==> config.mk <==
export PLATFORM = sky130hd
export DESIGN_NAME = linear_projection_nearest_centroid
export DESIGN_NICKNAME = d
export VERILOG_FILES = /design/src/hw/rtl/lpnc_pkg.sv /design/src/hw/rtl/lpnc_tables.sv /design/src/hw/rtl/lpnc_seq.sv /design/src/hw/rtl/lpnc_dp.sv /design/src/hw/rtl/linear_projection_nearest_centroid.sv
export VERILOG_INCLUDE_DIRS = /design/src /design/src/hw/rtl
export SDC_FILE = /design/constraint.sdc
export NUM_CORES = 2
export LEC_CHECK = 0
export BUFFER_PORTS_ARGS = -buffer_cell sky130_fd_sc_hd__buf_2
export CAP_MARGIN = 0
export CORE_MARGIN = 1
export CORE_UTILIZATION = 35
export DETAILED_ROUTE_END_ITERATION = 8
export GPL_TIMING_DRIVEN = 1
export SYNTH_ARGS = -nofsm -noshare
export SYNTH_HDL_FRONTEND = slang
export SYNTH_SLANG_ARGS = --single-unit
==> constraint.sdc <==
create_clock -name clock -period 16.3 [get_ports clock]
set_clock_uncertainty 0.1 [all_clocks]
set_input_delay 0 -clock clock [delete_from_list [all_inputs] [get_ports clock]]
set_output_delay 0 -clock clock [all_outputs]
set_load 0.03 [all_outputs]
==> src/hw/rtl/linear_projection_nearest_centroid_assert.svh <==
// Assertion macros used by the sequencer (lpnc_seq) of the nearest-centroid classifier.
`ifndef LINEAR_PROJECTION_NEAREST_CENTROID_ASSERT_SVH
`define LINEAR_PROJECTION_NEAREST_CENTROID_ASSERT_SVH

// Same-cycle implication, sampled on clock, off during reset.
`define LPNC_ASSERT_SAME(label, ante, cons, msg) \
   label: assert property (@(posedge clock) disable iff (reset) (ante) |-> (cons)) \
      else $error(msg);

// Next-cycle implication, sampled on clock, off during reset.
`define LPNC_ASSERT_NEXT(label, ante, cons, msg) \
   label: assert property (@(posedge clock) disable iff (reset) (ante) |=> (cons)) \
      else $error(msg);

`endif

==> src/hw/rtl/lpnc_pkg.sv <==
// Shared constants and types of the nearest-centroid classifier.
package lpnc_pkg;

   localparam int NUM_FEATURES_DEF = 5;
   localparam int NUM_CLASSES_DEF  = 7;

   localparam int IN_FIELDS = 5;    // feature ports on the request channel
   localparam int ACTION_W  = 2;
   localparam int IDX_W     = 3;
   localparam int LOAD_W    = 24;
   localparam int FEAT_W    = 16;   // Q4.12
   localparam int WEIGHT_W  = 16;   // Q4.12
   localparam int CENT_W    = 24;   // Q12.12
   localparam int Y_W       = 24;   // projected element, Q12.12
   localparam int CLASS_W   = 3;
   localparam int DIST_W    = 51;
   localparam int FRAC_BITS = 12;
   localparam int MUL_W     = 26;   // shared multiplier operand width
   localparam int PROD_W    = 2 * MUL_W;

   typedef enum logic [ACTION_W-1:0] {
      ACT_WR_WEIGHT   = 2'd0,
      ACT_WR_CENTROID = 2'd1,
      ACT_CLASSIFY    = 2'd2
   } action_type;

   typedef enum logic [2:0] {
      ST_CLEAR,
      ST_IDLE,
      ST_PROJ,
      ST_GAP,
      ST_DIST,
      ST_DRAIN_B,
      ST_DRAIN_C,
      ST_FINISH
   } state_type;

   // Tag that travels with each table read down the datapath.
   typedef struct packed {
      logic valid;
      logic dist_step;   // 1: distance step, 0: projection step
      logic first;       // first term of a sum
      logic last;        // last term of a sum
   } tag_type;

endpackage

==> src/hw/rtl/lpnc_tables.sv <==
// Weight and centroid memories with registered reads.
module lpnc_tables #(
   parameter int NUM_FEATURES = lpnc_pkg::NUM_FEATURES_DEF,
   parameter int NUM_CLASSES  = lpnc_pkg::NUM_CLASSES_DEF,
   localparam int W_D    = NUM_FEATURES * NUM_FEATURES,
   localparam int C_D    = NUM_CLASSES * NUM_FEATURES,
   localparam int MAX_D  = (W_D > C_D) ? W_D : C_D,
   localparam int ADDR_W = $clog2(MAX_D)
) (
   input  logic                                  clock,
   input  logic                                  clr_en,
   input  logic [ADDR_W-1:0]                     addr,
   input  logic                                  w_re,
   input  logic                                  c_re,
   input  logic                                  wr_w_en,
   input  logic                                  wr_c_en,
   input  logic [ADDR_W-1:0]                     wr_addr,
   input  logic signed [lpnc_pkg::WEIGHT_W-1:0]  wr_w_data,
   input  logic signed [lpnc_pkg::CENT_W-1:0]    wr_c_data,
   output logic signed [lpnc_pkg::WEIGHT_W-1:0]  w_rdata,
   output logic signed [lpnc_pkg::CENT_W-1:0]    c_rdata
);

   localparam int W_AW = (W_D > 1) ? $clog2(W_D) : 1;
   localparam int C_AW = $clog2(C_D);

   logic signed [lpnc_pkg::WEIGHT_W-1:0] w_mem [W_D];
   logic signed [lpnc_pkg::CENT_W-1:0]   c_mem [C_D];

   logic signed [lpnc_pkg::WEIGHT_W-1:0] w_rdata_ff;
   logic signed [lpnc_pkg::CENT_W-1:0]   c_rdata_ff;

   logic                                 w_we;
   logic                                 c_we;
   logic [ADDR_W-1:0]                    waddr;
   logic signed [lpnc_pkg::WEIGHT_W-1:0] w_wdata;
   logic signed [lpnc_pkg::CENT_W-1:0]   c_wdata;

   // clear sweep shares the write port with loads
   always_comb begin
      w_we    = wr_w_en || (clr_en && ({1'b0, addr} < (ADDR_W + 1)'(W_D)));
      c_we    = wr_c_en || (clr_en && ({1'b0, addr} < (ADDR_W + 1)'(C_D)));
      waddr   = clr_en ? addr : wr_addr;
      w_wdata = clr_en ? '0 : wr_w_data;
      c_wdata = clr_en ? '0 : wr_c_data;
   end

   always_ff @(posedge clock) begin
      if (w_we) begin
         w_mem[waddr[W_AW-1:0]] <= w_wdata;
      end
      if (w_re) begin
         w_rdata_ff <= w_mem[addr[W_AW-1:0]];
      end
   end

   always_ff @(posedge clock) begin
      if (c_we) begin
         c_mem[waddr[C_AW-1:0]] <= c_wdata;
      end
      if (c_re) begin
         c_rdata_ff <= c_mem[addr[C_AW-1:0]];
      end
   end

   assign w_rdata = w_rdata_ff;
   assign c_rdata = c_rdata_ff;

endmodule

==> src/hw/rtl/lpnc_seq.sv <==
// Sequencer: clear sweep, projection and distance address walks, result hand-off.
`include "linear_projection_nearest_centroid_assert.svh"

module lpnc_seq #(
   parameter int NUM_FEATURES = lpnc_pkg::NUM_FEATURES_DEF,
   parameter int NUM_CLASSES  = lpnc_pkg::NUM_CLASSES_DEF,
   localparam int FI_W   = (NUM_FEATURES > 1) ? $clog2(NUM_FEATURES) : 1,
   localparam int CI_W   = $clog2(NUM_CLASSES),
   localparam int W_D    = NUM_FEATURES * NUM_FEATURES,
   localparam int C_D    = NUM_CLASSES * NUM_FEATURES,
   localparam int MAX_D  = (W_D > C_D) ? W_D : C_D,
   localparam int ADDR_W = $clog2(MAX_D)
) (
   input  logic                  clock,
   input  logic                  reset,
   input  logic                  start,
   input  logic                  out_free,
   output logic                  idle,
   output logic                  load_rsp,
   output logic                  clr_en,
   output logic                  w_re,
   output logic                  c_re,
   output logic [ADDR_W-1:0]     addr,
   output lpnc_pkg::tag_type     tagb,
   output logic [FI_W-1:0]       featb,
   output logic [FI_W-1:0]       pidxb,
   output logic [CI_W-1:0]       clsb
);

   lpnc_pkg::state_type state_ff, state_in;
   logic [ADDR_W-1:0]   addr_ff, addr_in;
   logic [FI_W-1:0]     inner_ff, inner_in;   // j in projection, i in distance
   logic [FI_W-1:0]     pout_ff, pout_in;     // projected element being summed
   logic [CI_W-1:0]     c_ff, c_in;           // class being measured
   lpnc_pkg::tag_type   taga;
   lpnc_pkg::tag_type   tagb_ff;
   logic [FI_W-1:0]     featb_ff;
   logic [FI_W-1:0]     pidxb_ff;
   logic [CI_W-1:0]     clsb_ff;

   logic inner_last;
   logic pout_last;
   logic c_last;
   logic clr_last;

   assign inner_last = (inner_ff == FI_W'(NUM_FEATURES - 1));
   assign pout_last  = (pout_ff == FI_W'(NUM_FEATURES - 1));
   assign c_last     = (c_ff == CI_W'(NUM_CLASSES - 1));
   assign clr_last   = (addr_ff == ADDR_W'(MAX_D - 1));

   // next state
   always_comb begin
      state_in = state_ff;
      case (state_ff)
         lpnc_pkg::ST_CLEAR:   if (clr_last) state_in = lpnc_pkg::ST_IDLE;
         lpnc_pkg::ST_IDLE:    if (start) state_in = lpnc_pkg::ST_PROJ;
         lpnc_pkg::ST_PROJ:    if (inner_last && pout_last) state_in = lpnc_pkg::ST_GAP;
         lpnc_pkg::ST_GAP:     state_in = lpnc_pkg::ST_DIST;
         lpnc_pkg::ST_DIST:    if (inner_last && c_last) state_in = lpnc_pkg::ST_DRAIN_B;
         lpnc_pkg::ST_DRAIN_B: state_in = lpnc_pkg::ST_DRAIN_C;
         lpnc_pkg::ST_DRAIN_C: state_in = lpnc_pkg::ST_FINISH;
         lpnc_pkg::ST_FINISH:  if (out_free) state_in = lpnc_pkg::ST_IDLE;
         default:              state_in = lpnc_pkg::ST_IDLE;
      endcase
   end

   // address and loop counters
   always_comb begin
      addr_in  = addr_ff;
      inner_in = inner_ff;
      pout_in  = pout_ff;
      c_in     = c_ff;
      case (state_ff)
         lpnc_pkg::ST_CLEAR: begin
            addr_in = clr_last ? '0 : addr_ff + 1'b1;
         end
         lpnc_pkg::ST_IDLE: begin
            addr_in  = '0;
            inner_in = '0;
            pout_in  = '0;
            c_in     = '0;
         end
         lpnc_pkg::ST_PROJ: begin
            // weight entry [j][i] sits at j*NF + i
            if (inner_last) begin
               inner_in = '0;
               if (pout_last) begin
                  addr_in = '0;
               end else begin
                  pout_in = pout_ff + 1'b1;
                  addr_in = ADDR_W'(pout_ff) + 1'b1;
               end
            end else begin
               inner_in = inner_ff + 1'b1;
               addr_in  = addr_ff + ADDR_W'(NUM_FEATURES);
            end
         end
         lpnc_pkg::ST_DIST: begin
            addr_in = addr_ff + 1'b1;
            if (inner_last) begin
               inner_in = '0;
               c_in     = c_ff + 1'b1;
            end else begin
               inner_in = inner_ff + 1'b1;
            end
         end
         default: begin
            addr_in = addr_ff;
         end
      endcase
   end

   // outputs
   always_comb begin
      idle           = (state_ff == lpnc_pkg::ST_IDLE);
      clr_en         = (state_ff == lpnc_pkg::ST_CLEAR);
      w_re           = (state_ff == lpnc_pkg::ST_PROJ);
      c_re           = (state_ff == lpnc_pkg::ST_DIST);
      load_rsp       = (state_ff == lpnc_pkg::ST_FINISH) && out_free;
      taga.valid     = w_re || c_re;
      taga.dist_step = c_re;
      taga.first     = (inner_ff == '0);
      taga.last      = inner_last;
   end

   always_ff @(posedge clock) begin
      if (reset) begin
         state_ff <= lpnc_pkg::ST_CLEAR;
         addr_ff  <= '0;
         inner_ff <= '0;
         pout_ff  <= '0;
         c_ff     <= '0;
         tagb_ff  <= '0;
      end else begin
         state_ff <= state_in;
         addr_ff  <= addr_in;
         inner_ff <= inner_in;
         pout_ff  <= pout_in;
         c_ff     <= c_in;
         tagb_ff  <= taga;
      end
   end

   // indices ride along with the read, aligned to the memory output
   always_ff @(posedge clock) begin
      featb_ff <= inner_ff;
      pidxb_ff <= pout_ff;
      clsb_ff  <= c_ff;
   end

   assign addr  = addr_ff;
   assign tagb  = tagb_ff;
   assign featb = featb_ff;
   assign pidxb = pidxb_ff;
   assign clsb  = clsb_ff;

   `LPNC_ASSERT_SAME(a_proj_addr, state_ff == lpnc_pkg::ST_PROJ, addr_ff == ADDR_W'(int'(inner_ff) * NUM_FEATURES + int'(pout_ff)), "projection address out of step with counters")
   `LPNC_ASSERT_SAME(a_dist_addr, state_ff == lpnc_pkg::ST_DIST, addr_ff == ADDR_W'(int'(c_ff) * NUM_FEATURES + int'(inner_ff)), "distance address out of step with counters")
   `LPNC_ASSERT_NEXT(a_tag_issue, (state_ff == lpnc_pkg::ST_PROJ) || (state_ff == lpnc_pkg::ST_DIST), tagb_ff.valid, "table read lost its tag")
   `LPNC_ASSERT_NEXT(a_tag_quiet, (state_ff != lpnc_pkg::ST_PROJ) && (state_ff != lpnc_pkg::ST_DIST), !tagb_ff.valid, "tag without a table read")

endmodule

==> src/hw/rtl/lpnc_dp.sv <==
// Datapath: shared multiplier, accumulator, projection registers, best-class tracking.
module lpnc_dp #(
   parameter int NUM_FEATURES = lpnc_pkg::NUM_FEATURES_DEF,
   parameter int NUM_CLASSES  = lpnc_pkg::NUM_CLASSES_DEF,
   localparam int FI_W = (NUM_FEATURES > 1) ? $clog2(NUM_FEATURES) : 1,
   localparam int CI_W = $clog2(NUM_CLASSES)
) (
   input  logic                                  clock,
   input  logic                                  reset,
   input  logic                                  x_load,
   input  logic signed [lpnc_pkg::FEAT_W-1:0]    feat [lpnc_pkg::IN_FIELDS],
   input  logic signed [lpnc_pkg::WEIGHT_W-1:0]  w_rdata,
   input  logic signed [lpnc_pkg::CENT_W-1:0]    c_rdata,
   input  lpnc_pkg::tag_type                     tagb,
   input  logic [FI_W-1:0]                       featb,
   input  logic [FI_W-1:0]                       pidxb,
   input  logic [CI_W-1:0]                       clsb,
   output logic [CI_W-1:0]                       best_cls,
   output logic [lpnc_pkg::DIST_W-1:0]           best_dist
);

   localparam int ACC_W = lpnc_pkg::PROD_W + FI_W;
   localparam logic signed [ACC_W-1:0] Y_HI = ACC_W'(2 ** (lpnc_pkg::Y_W - 1) - 1);
   localparam logic signed [ACC_W-1:0] Y_LO = ACC_W'(-(2 ** (lpnc_pkg::Y_W - 1)));
   localparam logic [ACC_W-1:0] D_HI = ACC_W'({lpnc_pkg::DIST_W{1'b1}});

   logic signed [lpnc_pkg::FEAT_W-1:0]  x_src [NUM_FEATURES];
   logic signed [lpnc_pkg::FEAT_W-1:0]  x_ff  [NUM_FEATURES];
   logic signed [lpnc_pkg::Y_W-1:0]     y_ff  [NUM_FEATURES];

   logic signed [lpnc_pkg::MUL_W-1:0]   diff;
   logic signed [lpnc_pkg::MUL_W-1:0]   op_a;
   logic signed [lpnc_pkg::MUL_W-1:0]   op_b;
   logic signed [lpnc_pkg::PROD_W-1:0]  prod_in;
   logic signed [lpnc_pkg::PROD_W-1:0]  prod_ff;

   lpnc_pkg::tag_type                   tagc_ff;
   logic [FI_W-1:0]                     pidxc_ff;
   logic [CI_W-1:0]                     clsc_ff;

   logic signed [ACC_W-1:0]             acc_ff;
   logic signed [ACC_W-1:0]             acc_base;
   logic signed [ACC_W-1:0]             sum;
   logic signed [ACC_W-1:0]             shifted;
   logic signed [lpnc_pkg::Y_W-1:0]     y_new;
   logic [lpnc_pkg::DIST_W-1:0]         dist_sat;
   logic                                better;

   logic [CI_W-1:0]                     best_cls_ff;
   logic [lpnc_pkg::DIST_W-1:0]         best_dist_ff;

   // features past the last port read as zero
   for (genvar k = 0; k < NUM_FEATURES; k++) begin : g_xsrc
      if (k < lpnc_pkg::IN_FIELDS) begin : g_port
         assign x_src[k] = feat[k];
      end else begin : g_zero
         assign x_src[k] = '0;
      end
   end

   // stage B: operand select and multiply
   always_comb begin
      diff = lpnc_pkg::MUL_W'(c_rdata) - lpnc_pkg::MUL_W'(y_ff[featb]);
      if (tagb.dist_step) begin
         op_a = diff;
         op_b = diff;
      end else begin
         op_a = lpnc_pkg::MUL_W'(x_ff[featb]);
         op_b = lpnc_pkg::MUL_W'(w_rdata);
      end
      prod_in = op_a * op_b;
   end

   // stage C: accumulate, then clamp or saturate at the end of a sum
   always_comb begin
      acc_base = tagc_ff.first ? '0 : acc_ff;
      sum      = acc_base + ACC_W'(prod_ff);
      shifted  = sum >>> lpnc_pkg::FRAC_BITS;   // floor divide by 4096
      if (shifted > Y_HI) begin
         y_new = Y_HI[lpnc_pkg::Y_W-1:0];
      end else if (shifted < Y_LO) begin
         y_new = Y_LO[lpnc_pkg::Y_W-1:0];
      end else begin
         y_new = shifted[lpnc_pkg::Y_W-1:0];
      end
      dist_sat = ($unsigned(sum) > D_HI) ? {lpnc_pkg::DIST_W{1'b1}} : sum[lpnc_pkg::DIST_W-1:0];
      better   = (clsc_ff == '0) || (dist_sat < best_dist_ff);
   end

   always_ff @(posedge clock) begin
      if (reset) begin
         tagc_ff <= '0;
      end else begin
         tagc_ff <= tagb;
      end
   end

   always_ff @(posedge clock) begin
      if (x_load) begin
         for (int k = 0; k < NUM_FEATURES; k++) begin
            x_ff[k] <= x_src[k];
         end
      end
      prod_ff  <= prod_in;
      pidxc_ff <= pidxb;
      clsc_ff  <= clsb;
      if (tagc_ff.valid) begin
         acc_ff <= sum;
         if (tagc_ff.last) begin
            if (!tagc_ff.dist_step) begin
               y_ff[pidxc_ff] <= y_new;
            end else if (better) begin
               best_dist_ff <= dist_sat;
               best_cls_ff  <= clsc_ff;
            end
         end
      end
   end

   assign best_cls  = best_cls_ff;
   assign best_dist = best_dist_ff;

endmodule

==> src/hw/rtl/linear_projection_nearest_centroid.sv <==
// Top level of the nearest-centroid classifier with linear projection front end.
//
// Each request word either loads one table entry or classifies a feature vector.
// Weight writes (row = input feature, col = projected element) saturate the value to
// signed 16-bit Q4.12; centroid writes (row = class, col = element) store 24-bit Q12.12
// as given; writes outside the table, and action code 3, are dropped without a response.
// Writes give no response and leave the sequencer idle. A classify word runs through one
// shared 26x26 multiplier fed by the two tables, one table entry per cycle: NUM_FEATURES^2
// projection products, a bubble, NUM_CLASSES*NUM_FEATURES squared differences, pipeline
// drain through stages B and C, and a hand-off that waits until the response register is
// free; the next request is taken the cycle after the hand-off. The multiplier and the
// single read port of each table keep these steps serial. The response word carries the
// lowest-index nearest class and its squared distance (Q24, saturated to 51 bits); it
// sits in an output register, so requests keep flowing while it waits. After reset both
// tables are swept to zero, one entry per cycle over addresses 0 to max(NF*NF, NC*NF)-1,
// with req_ready low during the sweep.
module linear_projection_nearest_centroid #(
   parameter int NUM_FEATURES = lpnc_pkg::NUM_FEATURES_DEF,
   parameter int NUM_CLASSES  = lpnc_pkg::NUM_CLASSES_DEF
) (
   input  logic                                 clock,
   input  logic                                 reset,
   input  logic                                 req_valid,
   output logic                                 req_ready,
   input  logic [lpnc_pkg::ACTION_W-1:0]        req_action,
   input  logic [lpnc_pkg::IDX_W-1:0]           req_row_index,
   input  logic [lpnc_pkg::IDX_W-1:0]           req_col_index,
   input  logic signed [lpnc_pkg::LOAD_W-1:0]   req_load_value,
   input  logic signed [lpnc_pkg::FEAT_W-1:0]   req_feature_0,
   input  logic signed [lpnc_pkg::FEAT_W-1:0]   req_feature_1,
   input  logic signed [lpnc_pkg::FEAT_W-1:0]   req_feature_2,
   input  logic signed [lpnc_pkg::FEAT_W-1:0]   req_feature_3,
   input  logic signed [lpnc_pkg::FEAT_W-1:0]   req_feature_4,
   output logic                                 rsp_valid,
   input  logic                                 rsp_ready,
   output logic [lpnc_pkg::CLASS_W-1:0]         rsp_class_index,
   output logic [lpnc_pkg::DIST_W-1:0]          rsp_best_distance
);

   localparam int FI_W   = (NUM_FEATURES > 1) ? $clog2(NUM_FEATURES) : 1;
   localparam int CI_W   = $clog2(NUM_CLASSES);
   localparam int W_D    = NUM_FEATURES * NUM_FEATURES;
   localparam int C_D    = NUM_CLASSES * NUM_FEATURES;
   localparam int MAX_D  = (W_D > C_D) ? W_D : C_D;
   localparam int ADDR_W = $clog2(MAX_D);
   localparam logic signed [lpnc_pkg::LOAD_W-1:0] W_HI = lpnc_pkg::LOAD_W'(32767);
   localparam logic signed [lpnc_pkg::LOAD_W-1:0] W_LO = lpnc_pkg::LOAD_W'(-32768);

   logic                                  accept;
   logic                                  start;
   logic                                  idle;
   logic                                  load_rsp;
   logic                                  out_free;
   logic                                  clr_en;
   logic                                  w_re;
   logic                                  c_re;
   logic [ADDR_W-1:0]                     addr;
   logic                                  wr_w_en;
   logic                                  wr_c_en;
   logic [ADDR_W-1:0]                     wr_addr;
   logic signed [lpnc_pkg::WEIGHT_W-1:0]  wr_w_data;
   logic signed [lpnc_pkg::WEIGHT_W-1:0]  w_rdata;
   logic signed [lpnc_pkg::CENT_W-1:0]    c_rdata;
   lpnc_pkg::tag_type                     tagb;
   logic [FI_W-1:0]                       featb;
   logic [FI_W-1:0]                       pidxb;
   logic [CI_W-1:0]                       clsb;
   logic [CI_W-1:0]                       best_cls;
   logic [lpnc_pkg::DIST_W-1:0]           best_dist;
   logic signed [lpnc_pkg::FEAT_W-1:0]    feat [lpnc_pkg::IN_FIELDS];

   logic                                  rsp_valid_ff, rsp_valid_in;
   logic [lpnc_pkg::CLASS_W-1:0]          rsp_class_index_ff;
   logic [lpnc_pkg::DIST_W-1:0]           rsp_best_distance_ff;

   // request decode
   assign req_ready = idle;
   assign accept    = req_valid && req_ready;
   assign start     = accept && (req_action == lpnc_pkg::ACT_CLASSIFY);

   always_comb begin
      wr_w_en = accept && (req_action == lpnc_pkg::ACT_WR_WEIGHT)
                && (int'(req_row_index) < NUM_FEATURES)
                && (int'(req_col_index) < NUM_FEATURES);
      wr_c_en = accept && (req_action == lpnc_pkg::ACT_WR_CENTROID)
                && (int'(req_row_index) < NUM_CLASSES)
                && (int'(req_col_index) < NUM_FEATURES);
      // both tables are row-major with NUM_FEATURES columns
      wr_addr = ADDR_W'(int'(req_row_index) * NUM_FEATURES + int'(req_col_index));
      if (req_load_value > W_HI) begin
         wr_w_data = W_HI[lpnc_pkg::WEIGHT_W-1:0];
      end else if (req_load_value < W_LO) begin
         wr_w_data = W_LO[lpnc_pkg::WEIGHT_W-1:0];
      end else begin
         wr_w_data = req_load_value[lpnc_pkg::WEIGHT_W-1:0];
      end
   end

   assign feat[0] = req_feature_0;
   assign feat[1] = req_feature_1;
   assign feat[2] = req_feature_2;
   assign feat[3] = req_feature_3;
   assign feat[4] = req_feature_4;

   lpnc_tables #(
      .NUM_FEATURES (NUM_FEATURES),
      .NUM_CLASSES  (NUM_CLASSES)
   ) u_tables (
      .clock     (clock),
      .clr_en    (clr_en),
      .addr      (addr),
      .w_re      (w_re),
      .c_re      (c_re),
      .wr_w_en   (wr_w_en),
      .wr_c_en   (wr_c_en),
      .wr_addr   (wr_addr),
      .wr_w_data (wr_w_data),
      .wr_c_data (req_load_value),
      .w_rdata   (w_rdata),
      .c_rdata   (c_rdata)
   );

   lpnc_seq #(
      .NUM_FEATURES (NUM_FEATURES),
      .NUM_CLASSES  (NUM_CLASSES)
   ) u_seq (
      .clock    (clock),
      .reset    (reset),
      .start    (start),
      .out_free (out_free),
      .idle     (idle),
      .load_rsp (load_rsp),
      .clr_en   (clr_en),
      .w_re     (w_re),
      .c_re     (c_re),
      .addr     (addr),
      .tagb     (tagb),
      .featb    (featb),
      .pidxb    (pidxb),
      .clsb     (clsb)
   );

   lpnc_dp #(
      .NUM_FEATURES (NUM_FEATURES),
      .NUM_CLASSES  (NUM_CLASSES)
   ) u_dp (
      .clock     (clock),
      .reset     (reset),
      .x_load    (start),
      .feat      (feat),
      .w_rdata   (w_rdata),
      .c_rdata   (c_rdata),
      .tagb      (tagb),
      .featb     (featb),
      .pidxb     (pidxb),
      .clsb      (clsb),
      .best_cls  (best_cls),
      .best_dist (best_dist)
   );

   // response register: a finished result waits here
   assign out_free = !rsp_valid_ff || rsp_ready;

   always_comb begin
      rsp_valid_in = rsp_valid_ff && !rsp_ready;
      if (load_rsp) begin
         rsp_valid_in = 1'b1;
      end
   end

   always_ff @(posedge clock) begin
      if (reset) begin
         rsp_valid_ff <= 1'b0;
      end else begin
         rsp_valid_ff <= rsp_valid_in;
      end
   end

   always_ff @(posedge clock) begin
      if (load_rsp) begin
         rsp_class_index_ff   <= lpnc_pkg::CLASS_W'(best_cls);
         rsp_best_distance_ff <= best_dist;
      end
   end

   assign rsp_valid         = rsp_valid_ff;
   assign rsp_class_index   = rsp_class_index_ff;
   assign rsp_best_distance = rsp_best_distance_ff;

endmodule
# After elaboration in Yosys (flattened, before gate mapping)
# Memory sizes are Yosys's and may differ from the RTL's. A register that Yosys moved wholly into a read port is not among the register bits.
# Index checks and enable logic that the tools add are counted.
# totals
output_inout_bits,56
regBits,254
ram_bits,1440
n_memories,4
word_cells,144
# memory_table
name,depth,word_bits,read_ports,rd_clocked_by_memory_dff,write_ports,line_no,text
u_tables.c_mem,35,24,1,1,1,lpnc_tables.sv:28,logic signed [lpnc_pkg::CENT_W-1:0] c_mem [C_D];
u_tables.w_mem,25,16,1,1,1,lpnc_tables.sv:27,logic signed [lpnc_pkg::WEIGHT_W-1:0] w_mem [W_D];
u_dp.y_ff,5,24,1,1,1,lpnc_dp.sv:29,logic signed [lpnc_pkg::Y_W-1:0] y_ff [NUM_FEATURES];
u_dp.x_ff,5,16,1,1,5,lpnc_dp.sv:28,logic signed [lpnc_pkg::FEAT_W-1:0] x_ff [NUM_FEATURES];
# op_classes
n_eq_ne,21
n_mul,2
n_addsub,9
muxes,39
n_reduce_logical,34
n_lt_le_gt_ge,11
# op_table
operator,n
two-way mux 24 bit,3
adder 55 x 52 -> 55 bit,1
"greater-than comparator 55 x 51 -> 1 bit, second input constant",1
two-way mux 55 bit,1
multiplier 26 x 26 -> 52 bit,1
two-way mux 26 bit,2
< comparator 51 bit,1
two-way mux 51 bit,1
two-way mux 16 bit,3
"greater-than comparator 43 x 24 -> 1 bit, second input constant",1
"< comparator 43 x 24 -> 1 bit, second input constant",1
two-way mux 3 bit,9
subtractor 24 x 24 -> 25 bit,1
"greater-than comparator 24 x 16 -> 1 bit, second input constant",1
"< comparator 24 x 16 -> 1 bit, second input constant",1
two-way mux 6 bit,4
case mux 3 bit (8 select lines),1
case mux 6 bit (4 select lines),1
"== test 3 bit, second input constant",7
case mux 3 bit (2 select lines),3
logical AND 1 bit,14
two-way mux 1 bit,11
"!= test 2 x 1 -> 1 bit, second input constant",5
"adder 3 x 1 -> 3 bit, second input constant",3
other kinds (25),39

# Longest topological paths before layout
# depth
depth_word,8
mapped_depth,46
depth_no_buf,41

# Cells and area by module
# A second synthesis with hierarchy kept.
# hier_totals
cells_unflattened,6908
area_unflattened_um2,96792.8
# modules_own_cells
module,area_per_inst_um2,cells_per_inst,instances
lpnc_tables,49402.4,2244,1
lpnc_dp,43581.8,4346,1
linear_projection_nearest_centroid,2214.6,130,1
lpnc_seq,1594.0,188,1

# Worst setup path after synthesis
# Ideal clock, no wire load.
# synth_timing
kind,flip-flop to flip-flop
startpoint,register with a tool-made name
endpoint,register u_dp.prod_ff[48] in the netlist's numbering
period_less_slack_ps,12249
t_arrival_ps,12016
t_required_ps,16067
stages_incl_launch_ff,43
setup_slack_ps,4051
n_path_buf,5
path_cell_list,dfxtp_1 clkbuf_1 buf_1 clkbuf_1 buf_1 mux4_2 mux2i_1 ha_1 a21o_1 a21oi_1 o21bai_1 a21o_1 a21oi_1 o211ai_1 a31oi_1 nor2_1 nor4_1 nor3_1 [7 not listed] fa_1 fa_1 fa_1 inv_1 fa_1 inv_1 ha_1 a21o_1 a21o_1 a21o_1 a31oi_1 or3_1 o21ai_0 o41ai_1 o21ai_0 a311o_1 mux2i_1 o2111ai_1
# synth_lines
item,line_no,text
"end signal, assigned",lpnc_dp.sv:104,prod_ff <= prod_in;
"end, declared",lpnc_dp.sv:35,logic signed [lpnc_pkg::PROD_W-1:0] prod_ff;

==> results.json <==
{
  "run_status": "complete, no violations",
  "sum_neg_setup_slack_ns": 0,
  "post_dp_cell_area_sq_um": 101000,
  "power_frac_seq_pct": 40.1,
  "most_instantiated_cells_after_synthesis": "sky130_fd_sc_hd__edfxtp_1 (1,643), sky130_fd_sc_hd__inv_1 (850), sky130_fd_sc_hd__fa_1 (696), sky130_fd_sc_hd__nand2_1 (628), sky130_fd_sc_hd__mux4_2 (392)",
  "vias_in_the_first_global_route": 59300,
  "cp.buffers_inverters": 6,
  "tightestPinTransition_ns": 1.40,
  "drc": 0,
  "global_route.usage.total_pct": 19.0,
  "clock_sink_count": 1737,
  "syn_nets": 7755,
  "vias": 56000,
  "critical-path-top-cell-by-count": "sky130_fd_sc_hd__fa_1",
  "endpoint_kind": "flip-flop",
  "detail_route.wl_per_cell_um": 24.1,
  "min_period_ns": 13.45,
  "htree_num_levels": 4,
  "rsz0062_at_grt": "false",
  "drive_above_1_share_pct": 15.5,
  "critical_path.startpoint_type": "flip-flop",
  "detail_route.wirelength_um": 260000,
  "die_width_um": 524,
  "vias_per_cell": 5.20,
  "p_total_mw": 13.3,
  "io_pins": 172,
  "worstHoldPathType": "in -> reg",
  "maxClockFrequency_mhz": 74.3,
  "final_max_slew_viol_count": 0,
  "cpMaxStageDelayCell": "sky130_fd_sc_hd__o41ai_1",
  "netlist_area_sq_um": 95400,
  "syn_area_per_cell_sq_um": 14.3,
  "cts_tree": "done",
  "cp.required_ns": 16.85,
  "floorplan.core_area_sq_um": 271000,
  "worst_skew_pair.late_latency_ns": 0.87,
  "p_sw_mw": 4.36,
  "crit_path_kind": "reg -> reg",
  "design.final.nets": 8173,
  "gp_routability_congestion": 0.938,
  "max_cap_viol_count": 0,
  "synth.top_cell.area_share_pct": 51.7,
  "family_of_cells_with_the_greatest_summed_delay_on_the_critical_path": "compound AO/OA/AOI/OAI gates",
  "firstDrtPassIters": 7,
  "post_synthesis_cell_count": 6651,
  "min_period_over_period_pct": 82.5,
  "synth_edf_count": 1643,
  "clk_pin_slew_worst_paths_ns": 0.06,
  "grt_first_pass_wirelength_um": 386000,
  "drt_first_iter_violations": 4836,
  "hold_violation_count_in_the_final_report": 0,
  "worst_ir_drop_vdd_mv": 0.110,
  "worstPathArrival_ns": 14.00,
  "floorplan.initialDensity_pct": 35.2,
  "port-buffer-count": 171,
  "cellLeakagePower_nw": 40.5,
  "share_comb_of_total_power_pct": 30.1,
  "finalSetupViolations": 0,
  "design.die.area_sq_um": 275000,
  "detail-route-antenna-nets": 0,
  "cts_buffer_depth": 4,
  "area_growth_syn_to_layout_pct": 13.9,
  "postSynth.topFlopCell": "sky130_fd_sc_hd__edfxtp_1",
  "yosysMostFrequentCell": "sky130_fd_sc_hd__edfxtp_1",
  "post-synth-top-area-cell": "sky130_fd_sc_hd__edfxtp_1",
  "dp_hpwl_um": 174000,
  "clockRootBuffer": "sky130_fd_sc_hd__clkbuf_16",
  "fin_hold_ws_ns": 0.0980,
  "post_synth_num_cell_types": 91,
  "synth.top_cells.by_area": "sky130_fd_sc_hd__edfxtp_1 (52%), sky130_fd_sc_hd__fa_1 (15%), sky130_fd_sc_hd__mux4_2 (9.3%)",
  "cp_max_fo": 21,
  "grt_max_degree": 124,
  "number_of_antenna_violations_at_the_first_check_in_global_routing": 14,
  "p_int_mw": 8.95,
  "crit_path_max_incr_delay_ns": 1.03,
  "floorplan.rows": 191,
  "relSlewSlack_pct": 6.51,
  "cts_resized": 0,
  "synthArstFlopShare_pct": 0,
  "power_density_nw_per_um2": 122,
  "clock_power_share_pct": 29.8,
  "netSwitchingFraction_pct": 32.7,
  "grt.overflow.total": 0,
  "synth.ff_latch_count": 1737,
  "cts_made_buffers": 183,
  "synthesis.yosys.warnings": 0,
  "register_area_share_after_synthesis_pct": 53.7,
  "layout.cell_area.non_filler_sq_um": 109000,
  "die_height_um": 524
}
-- tightest hold or removal path, delay by kind of cell --
| family | cells | cell delay (ns) |
|---|---|---|
| buffers and inverters | 2 | 0.39 |
| and+or+nand+nor | 2 | 0.29 |
| AOI/OAI and AO/OA | 1 | 0.17 |
-- power groups by stage --
stage | clock network (mW) | logic (mW) | registers [mW]
after floorplan | 0 | 2.64 | 5.37
after global placement | 0 | 3.92 | 5.42
after detailed placement | 0 | 3.97 | 5.43
after CTS | 4.04 | 4.02 | 5.34
after global routing | 4.20 | 4.38 | 5.34
final | 3.96 | 4.01 | 5.33
-- layout make-up --
class                   count  area [sq um]
fillers                 25000        162000
flip-flops and latches   1737         51200
multi-input cells        3772         40200
clock buffers             235          4860
well taps                3570          4470
repair buffers            524          4020
inverters                 851          3190
clock inverters            85           696
diodes                      9          22.5
-- per-stage QoR --
step,worst slack [ns],instances,util (%)
final,2.85,10800,40.1
after floorplan,4.05,6651,-
after global routing,2.15,10800,40.1
after global placement,3.33,10300,37.3
after CTS,3.00,10800,40.1
after detailed placement,3.07,10300,37.3
-- repair_timing --
action,in CTS,in global routing
setup buffers,0,0
hold buffers,190,0
endpoints found under the hold margin,815,0
-- placed cells by master (no fill, tap or decap), types with 34 or more instances in the layout --
cell type	Yosys	layout
sky130_fd_sc_hd__clkbuf_16	0	186
sky130_fd_sc_hd__dlygate4sd3_1	0	190
sky130_fd_sc_hd__mux2i_1	105	104
sky130_fd_sc_hd__inv_1	850	850
sky130_fd_sc_hd__xnor2_1	85	85
sky130_fd_sc_hd__buf_2	19	171
sky130_fd_sc_hd__nand4_1	36	36
sky130_fd_sc_hd__nand3_1	49	49
sky130_fd_sc_hd__nor3_1	52	49
sky130_fd_sc_hd__dfxtp_1	94	82
sky130_fd_sc_hd__nor2_2	0	39
sky130_fd_sc_hd__edfxtp_1	1643	1643
sky130_fd_sc_hd__clkbuf_1	224	46
sky130_fd_sc_hd__ha_1	292	292
sky130_fd_sc_hd__o211ai_1	43	43
sky130_fd_sc_hd__nand2b_1	55	55
sky130_fd_sc_hd__and2_1	107	107
sky130_fd_sc_hd__nor2b_1	118	118
sky130_fd_sc_hd__nor2_1	339	298
sky130_fd_sc_hd__fa_1	696	696
sky130_fd_sc_hd__a21o_1	65	65
sky130_fd_sc_hd__clkinv_1	1	34
sky130_fd_sc_hd__mux4_2	392	392
sky130_fd_sc_hd__nand2_1	628	628
sky130_fd_sc_hd__o21ai_0	140	137
sky130_fd_sc_hd__buf_4	0	160
sky130_fd_sc_hd__a21oi_1	161	159
-- sequential cells by signal, summed over array words and instances (netlist names), 4 cells and up, named ones only --
name,flops
u_tables.c_mem,840
u_tables.w_mem,400
u_dp.y_ff,120
u_dp.x_ff,80
u_dp.acc_ff,55
u_dp.prod_ff,52
rsp_best_distance,51
u_dp.best_dist,51
u_tables.c_rdata,24
u_tables.w_rdata,16
u_seq.addr,6
u_dp.tagc_ff,4
u_seq.tagb,4
-- per-layer routing --
| metal | part of all wire [%] | global-route usage [%] | vias up |
|---|---|---|---|
| li1 | - | - | 24400 |
| met1 | 41 | 25.1 | 29300 |
| met2 | 48 | 31.9 | 1940 |
| met3 | 7.0 | 3.42 | 424 |
| met4 | 3.2 | 5.89 | 6 |
| met5 | 0.013 | 0 | - |
-- kinds of logic (layout without fill, tap and decap cells) --
| family | after synthesis | in the layout | share of synthesized area, % |
|---|---|---|---|
| muxes | 522 | 522 | 10.6 |
| adders and majority gates | 989 | 989 | 18.4 |
| other | 0 | 9 | 0 |
| DFF | 1737 | 1737 | 53.7 |
| buffers and inverters | 1142 | 1695 | 4.53 |
| xor gates and xnor gates | 117 | 117 | 1.07 |
| AOI/OAI and AO/OA | 645 | 645 | 4.36 |
| and+or+nand+nor | 1499 | 1499 | 7.27 |
-- worst paths after layout --
| kind | from | endpoint | cells after the start | slack, ns |
|---|---|---|---|---|
| max | flip-flop | u_dp.prod_ff[48] | 39 | 2.85 |
| min | req_action[0] | u_tables.w_mem[21][1] | 5 | 0.1 |
| max reg2reg | flip-flop | u_dp.prod_ff[48] | 39 | 2.85 |
| min reg2reg | u_seq.pidxb[0] | u_dp.pidxc_ff[0] | 0 | 0.23 |
Note: power is estimated with default switching activity, not from simulation.
